--- src/rtl/plj_pkg.sv ---
`default_nettype none

package plj_pkg;

  localparam int ANGLE_BITS_DEF = 16;

  localparam int ANG_W  = 16;
  localparam int LEN_W  = 16;
  localparam int TRIG_W = 16;
  localparam int OUT_W  = 19;
  localparam int NUM_ENTRIES = 6;

  localparam int IN_DATA_W  = 3 * ANG_W;
  localparam int IN_USER_W  = 2;
  localparam int OUT_DATA_W = ((NUM_ENTRIES * OUT_W + 7) / 8) * 8;
  localparam int CFG_IDX_W  = 2;

  // rotator datapath: x/y in q2.30 with headroom, residual angle in 2^-24 turn
  localparam int XY_W = 34;
  localparam int Z_W  = 25;
  localparam int PH_W = 24;
  localparam int CORDIC_ITERS    = 16;
  localparam int ITERS_PER_STAGE = 2;
  localparam int ROT_STAGES      = CORDIC_ITERS / ITERS_PER_STAGE;

  // phase register, rotation stages, rounding stage
  localparam int TRIG_STAGES = ROT_STAGES + 2;
  localparam int PROD_ST     = TRIG_STAGES;
  localparam int SUM_ST      = PROD_ST + 1;
  localparam int OUT_ST      = SUM_ST + 1;
  localparam int PIPE_STAGES = OUT_ST + 1;

  localparam int PROD_W = LEN_W + 1 + TRIG_W;
  localparam int ACC_W  = PROD_W + 2;

  localparam logic signed [XY_W-1:0]   CORDIC_ONE  = XY_W'(652032875);
  localparam logic signed [XY_W-1:0]   XY_HALF_LSB = XY_W'(16384);
  localparam logic signed [TRIG_W-1:0] TRIG_MAX    = TRIG_W'(32767);
  localparam logic signed [Z_W-1:0]    Z_EIGHTH    = Z_W'(2097152);
  localparam logic [PH_W-1:0]          PH_EIGHTH   = PH_W'(2097152);

  typedef enum logic [CFG_IDX_W-1:0] {
    REG_THIGH = 2'd0,
    REG_CALF  = 2'd1,
    REG_FOOT  = 2'd2
  } cfg_reg_t;

  typedef struct packed {
    logic signed [TRIG_W-1:0] cos_v;
    logic signed [TRIG_W-1:0] sin_v;
  } trig_t;

  typedef struct packed {
    logic torso;
    logic right;
  } flags_t;

  typedef logic [TRIG_STAGES-1:0] trig_en_t;

  // arctangent of 2^-i in units of 2^-24 turn
  function automatic logic signed [Z_W-1:0] atan_step(input int i);
    logic signed [Z_W-1:0] r;
    case (i)
      0:  r = Z_W'(2097152);
      1:  r = Z_W'(1238021);
      2:  r = Z_W'(654136);
      3:  r = Z_W'(332050);
      4:  r = Z_W'(166669);
      5:  r = Z_W'(83416);
      6:  r = Z_W'(41718);
      7:  r = Z_W'(20860);
      8:  r = Z_W'(10430);
      9:  r = Z_W'(5215);
      10: r = Z_W'(2608);
      11: r = Z_W'(1304);
      12: r = Z_W'(652);
      13: r = Z_W'(326);
      14: r = Z_W'(163);
      default: r = Z_W'(81);
    endcase
    return r;
  endfunction

endpackage

`default_nettype wire

--- src/rtl/plj_cordic.sv ---
`default_nettype none

module plj_cordic (
  input  wire logic                        clk,
  input  wire plj_pkg::trig_en_t           en,
  input  wire logic [plj_pkg::ANG_W-1:0]   angle,
  output plj_pkg::trig_t                   trig
);

  localparam int NR   = plj_pkg::ROT_STAGES;
  localparam int XY_W = plj_pkg::XY_W;
  localparam int Z_W  = plj_pkg::Z_W;
  localparam int PH_W = plj_pkg::PH_W;
  localparam int IPS  = plj_pkg::ITERS_PER_STAGE;

  logic [PH_W-1:0] phase_nxt;

  logic [1:0]             quad_r [NR+1];
  logic signed [XY_W-1:0] x_r    [NR+1];
  logic signed [XY_W-1:0] y_r    [NR+1];
  logic signed [Z_W-1:0]  z_r    [NR+1];

  plj_pkg::trig_t trig_nxt;
  plj_pkg::trig_t trig_r;

  // shift by half a quadrant so the top two bits give the nearest quadrant
  assign phase_nxt = {angle, 8'd0} + plj_pkg::PH_EIGHTH;

  always_ff @(posedge clk) begin
    if (en[0]) begin
      quad_r[0] <= phase_nxt[PH_W-1:PH_W-2];
      z_r[0]    <= $signed({3'b000, phase_nxt[PH_W-3:0]}) - plj_pkg::Z_EIGHTH;
      x_r[0]    <= plj_pkg::CORDIC_ONE;
      y_r[0]    <= '0;
    end
  end

  for (genvar k = 1; k <= NR; k++) begin : g_rot
    localparam int I0 = (k - 1) * IPS;
    logic signed [XY_W-1:0] xs [IPS+1];
    logic signed [XY_W-1:0] ys [IPS+1];
    logic signed [Z_W-1:0]  zs [IPS+1];

    always_comb begin
      xs[0] = x_r[k-1];
      ys[0] = y_r[k-1];
      zs[0] = z_r[k-1];
      for (int j = 0; j < IPS; j++) begin
        if (zs[j] >= 0) begin
          xs[j+1] = xs[j] - (ys[j] >>> (I0 + j));
          ys[j+1] = ys[j] + (xs[j] >>> (I0 + j));
          zs[j+1] = zs[j] - plj_pkg::atan_step(I0 + j);
        end else begin
          xs[j+1] = xs[j] + (ys[j] >>> (I0 + j));
          ys[j+1] = ys[j] - (xs[j] >>> (I0 + j));
          zs[j+1] = zs[j] + plj_pkg::atan_step(I0 + j);
        end
      end
    end

    always_ff @(posedge clk) begin
      if (en[k]) begin
        x_r[k]    <= xs[IPS];
        y_r[k]    <= ys[IPS];
        z_r[k]    <= zs[IPS];
        quad_r[k] <= quad_r[k-1];
      end
    end
  end

  function automatic logic signed [plj_pkg::TRIG_W-1:0] sat_q15(
    input logic signed [XY_W-1:0] v
  );
    logic signed [XY_W-1:0] t;
    logic signed [plj_pkg::TRIG_W-1:0] r;
    t = (v + plj_pkg::XY_HALF_LSB) >>> 15;
    if (t > 32767) begin
      r = plj_pkg::TRIG_MAX;
    end else if (t < -32767) begin
      r = -plj_pkg::TRIG_MAX;
    end else begin
      r = t[plj_pkg::TRIG_W-1:0];
    end
    return r;
  endfunction

  always_comb begin
    logic signed [plj_pkg::TRIG_W-1:0] xq;
    logic signed [plj_pkg::TRIG_W-1:0] yq;
    xq = sat_q15(x_r[NR]);
    yq = sat_q15(y_r[NR]);
    case (quad_r[NR])
      2'd0: begin
        trig_nxt.cos_v = xq;
        trig_nxt.sin_v = yq;
      end
      2'd1: begin
        trig_nxt.cos_v = -yq;
        trig_nxt.sin_v = xq;
      end
      2'd2: begin
        trig_nxt.cos_v = -xq;
        trig_nxt.sin_v = -yq;
      end
      default: begin
        trig_nxt.cos_v = yq;
        trig_nxt.sin_v = -xq;
      end
    endcase
  end

  always_ff @(posedge clk) begin
    if (en[plj_pkg::TRIG_STAGES-1]) begin
      trig_r <= trig_nxt;
    end
  end

  assign trig = trig_r;

endmodule

`default_nettype wire

--- config.mk ---
export PLATFORM = sky130hd
export DESIGN_NAME = plj_cordic
export DESIGN_NICKNAME = d
export VERILOG_FILES = /design/src/rtl/plj_pkg.sv /design/src/rtl/plj_cordic.sv
export SDC_FILE = /design/constraint.sdc
export NUM_CORES = 2
export LEC_CHECK = 0
export CAP_MARGIN = 20
export CORE_ASPECT_RATIO = 1.25
export CORE_MARGIN = 2
export CORE_UTILIZATION = 67
export CTS_CLUSTER_SIZE = 40
export DETAILED_ROUTE_END_ITERATION = 16
export DONT_BUFFER_PORTS = 1
export PLACE_DENSITY = 0.83
export RECOVER_POWER = 100
export SYNTH_ARGS = -nofsm -noshare
export SYNTH_HDL_FRONTEND = slang
export SYNTH_SLANG_ARGS = --single-unit
--- constraint.sdc ---
create_clock -name clk -period 10.2 [get_ports clk]
set_clock_uncertainty 0.2 [all_clocks]
set_input_delay 0 -clock clk [delete_from_list [all_inputs] [get_ports clk]]
set_output_delay 0 -clock clk [all_outputs]
set_load 0.01 [all_outputs]
==> flow_summary.toml <==
[worst_setup_path]
arrival_ns = 9.84
cp-start-kind = "flop"
crit_path_end_kind = "flop"
r2r_cells = 30
cp_data_required_time_ns = 10.45
r2r_setup_slack_ns = 0.60
cp_slowest_cell = "edfxtp_1"
timing.rr.end = "x_r[0][304]"
max_stage_delay_ns = 0.99
path_class = "flop to flop"
path_max_fanout = 29
r2r_start = "z_r[0][199]"

[placement]
dp_hpwl_um = 216000
port_buffers = 0
finalWeightedCongestion = 1.01

[finish]
mostFrequentLayoutCell = "ha_1"
fin_nets = 12400
n_fill_cell = 10800
drive_gt1_share_pct = 3.15
layout_common_cells = "ha_1 (1237), xnor2_1 (1061), a21oi_1 (1005)"
area_growth_pct = 5.13

[synth]
yosysTopAreaCell = "edfxtp_1"
synth_edf_count = 680
synth_nets = 12400
ys.flop_type = "edfxtp_1"
synth_top_area_share_pct = 22.1
synthCells = 11100
synthArstFlopShare_pct = 0
synthDistinctLibCells = 111
ys_seq_area_share_pct = 22.1
ys_ff_latch = 680
yosysWarnings = 0
netlist_area_um2 = 92500
avgSynthCellArea_um2 = 8.31
synth_area_leaders = "edfxtp_1 (22%), ha_1 (17%), xnor2_1 (10%), a21oi_1 (5.4%), xor2_1 (5.2%)"

[clocking]
clock_latency_ns = 0.74
cts_inserted_buffers = 75
clock_sinks = 680
clk_pin_slew_worst_paths_ns = 0.06
cts_root_buffer = "clkbuf_16"
cts_tree = "built"
htreeDepth = 3
post_cts_buffers = 0
cts_max_path_buffers = 3

[timing]
min_period_ns = 9.60
max_freq_mhz = 104
setup_viol_count_final = 0
period_share_pct = 94.1
rsz0062_at_grt = "no"
max_slew.worst_pin.slew_ns = 5.37
slew_viol_final = 682
maxSlewHeadroom_pct = -258
tns_ns = 0
hold_viol = 0

[grt]
grt_pass1_vias = 81100
grt_use_total_pct = 36.8
gr-usage-met3_pct = 4.67
use_met2_pct = 65.9
busiest_layer = "met2"
grt_antenna_before_repair = 1
grtUsageMet1_pct = 40.4
overflow = 0
grt_max_degree = 95
grt_pass1_wl_um = 419000

[die]
boundaryPins = 59
die-width_um = 336
die_area_um2 = 141000
start_util_pct = 67.5
core_um2 = 137000
dieHeight_um = 419
rows = 152

[hold_path]
hold_path_end = "z_r[0][19]"
hold_depth = 1
min_from = "en[0]"
hold_path.class = "input port to flop"

[job]
maxCapViolCount = 9

[routing]
totalWireLength_um = 267000
viasPerCell = 6.49
drt-initial-drc-count = 6748
wl_per_cell_um = 20.6
dr.pass1.iters = 6
drtAntennaViolNets = 0
post-route-drc-count = 0
num_vias = 84300

[outcome]
status = "finished with violations"
violations = "capacitance limit, slew limit"
-- synthesized netlist by cell type (all sizes together) (35+ instances only) --
cell type / count
ha: 1237
xnor2: 1062
a21oi: 1005
nor2: 954
o21ai: 773
nand2: 744
edfxtp: 680
inv: 569
xor2: 554
a21o: 377
nor3: 257
clkbuf: 210
nand3: 202
nand2b: 198
o21a: 185
nor2b: 167
o21bai: 144
o31ai: 142
or3: 134
a31oi: 117
and3: 111
a211oi: 98
or2: 80
nand4: 79
o211ai: 73
o41ai: 71
nor4: 69
a21boi: 68
and2: 68
or4: 52
fa: 39
mux2i: 35
-- layer usage --
layer	vias up	wire length, µm
li1	40800	-
met1	39600	102000
met2	2956	131000
met3	930	14500
met4	2	19600
met5	-	20
-- kinds of logic (layout without fill, tap and decap cells) --
family,Yosys count,in the layout,synth area share (%)
buffers and inverters,810,815,3.29
other,1,3,0.00405
xor gates and xnor gates,1616,1616,15.3
DFF,680,680,22.1
adders and majority gates,1276,1276,17.6
AOI/OAI and AO/OA,3426,3426,23.7
muxes,66,66,0.756
and+or+nand+nor,3256,3256,17.3
-- registers in the layout, indices dropped and copies added (netlist names) --
signal / cells
z_r: 176
x_r: 228
y_r: 226
quad_r: 18
trig: 32
-- critical path, delay by kind of cell (launching register included) --
kind / cells / cell delay (ns)
AO/OA/AOI/OAI: 16 / 4.60
adder cells (fa/ha/maj): 2 / 0.64
XOR/XNOR: 3 / 0.38
AND/OR/NAND/NOR: 7 / 1.89
buffers and inverters: 2 / 0.62
flip-flops: 1 / 0.99
-- area by class of cell --
cell class                 instances  area [µm²]  share of cell area (%)
timing repair buffer             104         825                   0.848
multi-input combinational       9641       69000                    71.0
antenna                            2        5.00                 0.00515
tap                             1848        2310                    2.38
clock inverter                    56         598                   0.615
sequential                       680       20400                    21.0
clock buffer                      83        1910                    1.96
inverter                         572        2150                    2.21
-- stage by stage --
| stage | hold WS [ns] | cells | area [µm²] | worst slack (ns) | util (%) |
|---|---|---|---|---|---|
| after floorplan | -0.101 | 11100 | 92500 | 1.74 | - |
| after global placement | -0.101 | 12800 | 94300 | 0.791 | 68.8 |
| after detailed placement | -0.101 | 12800 | 94300 | 0.760 | 68.8 |
| after CTS | 0.0127 | 13000 | 97500 | 0.676 | 71.1 |
| after global routing | 0.172 | 13000 | 97200 | 0.0211 | 70.9 |
| final | 0.141 | 13000 | 97300 | 0.604 | 70.9 |
-- worst max-delay path by stage --
stage	from	endpoint	slack (ns)	depth (start not counted)
after floorplan	z_r[0][49]	y_r[0][101]	1.74	33
after global placement	y_r[0][260]	y_r[0][305]	0.79	34
after detailed placement	y_r[0][260]	y_r[0][305]	0.76	34
after CTS	y_r[0][260]	y_r[0][305]	0.68	34
after global routing	y_r[0][259]	y_r[0][305]	0.02	32
final	z_r[0][199]	x_r[0][304]	0.60	30
-- what timing repair did --
action | in CTS | in global routing
hold endpoints to repair | 696 | 3
gates resized for setup | 0 | 2
setup endpoints to repair | 0 | 2
hold buffers | 50 | 1
Power is not shown: default switching activity piles up to over one toggle a cycle in this logic, so the estimate is an artifact.
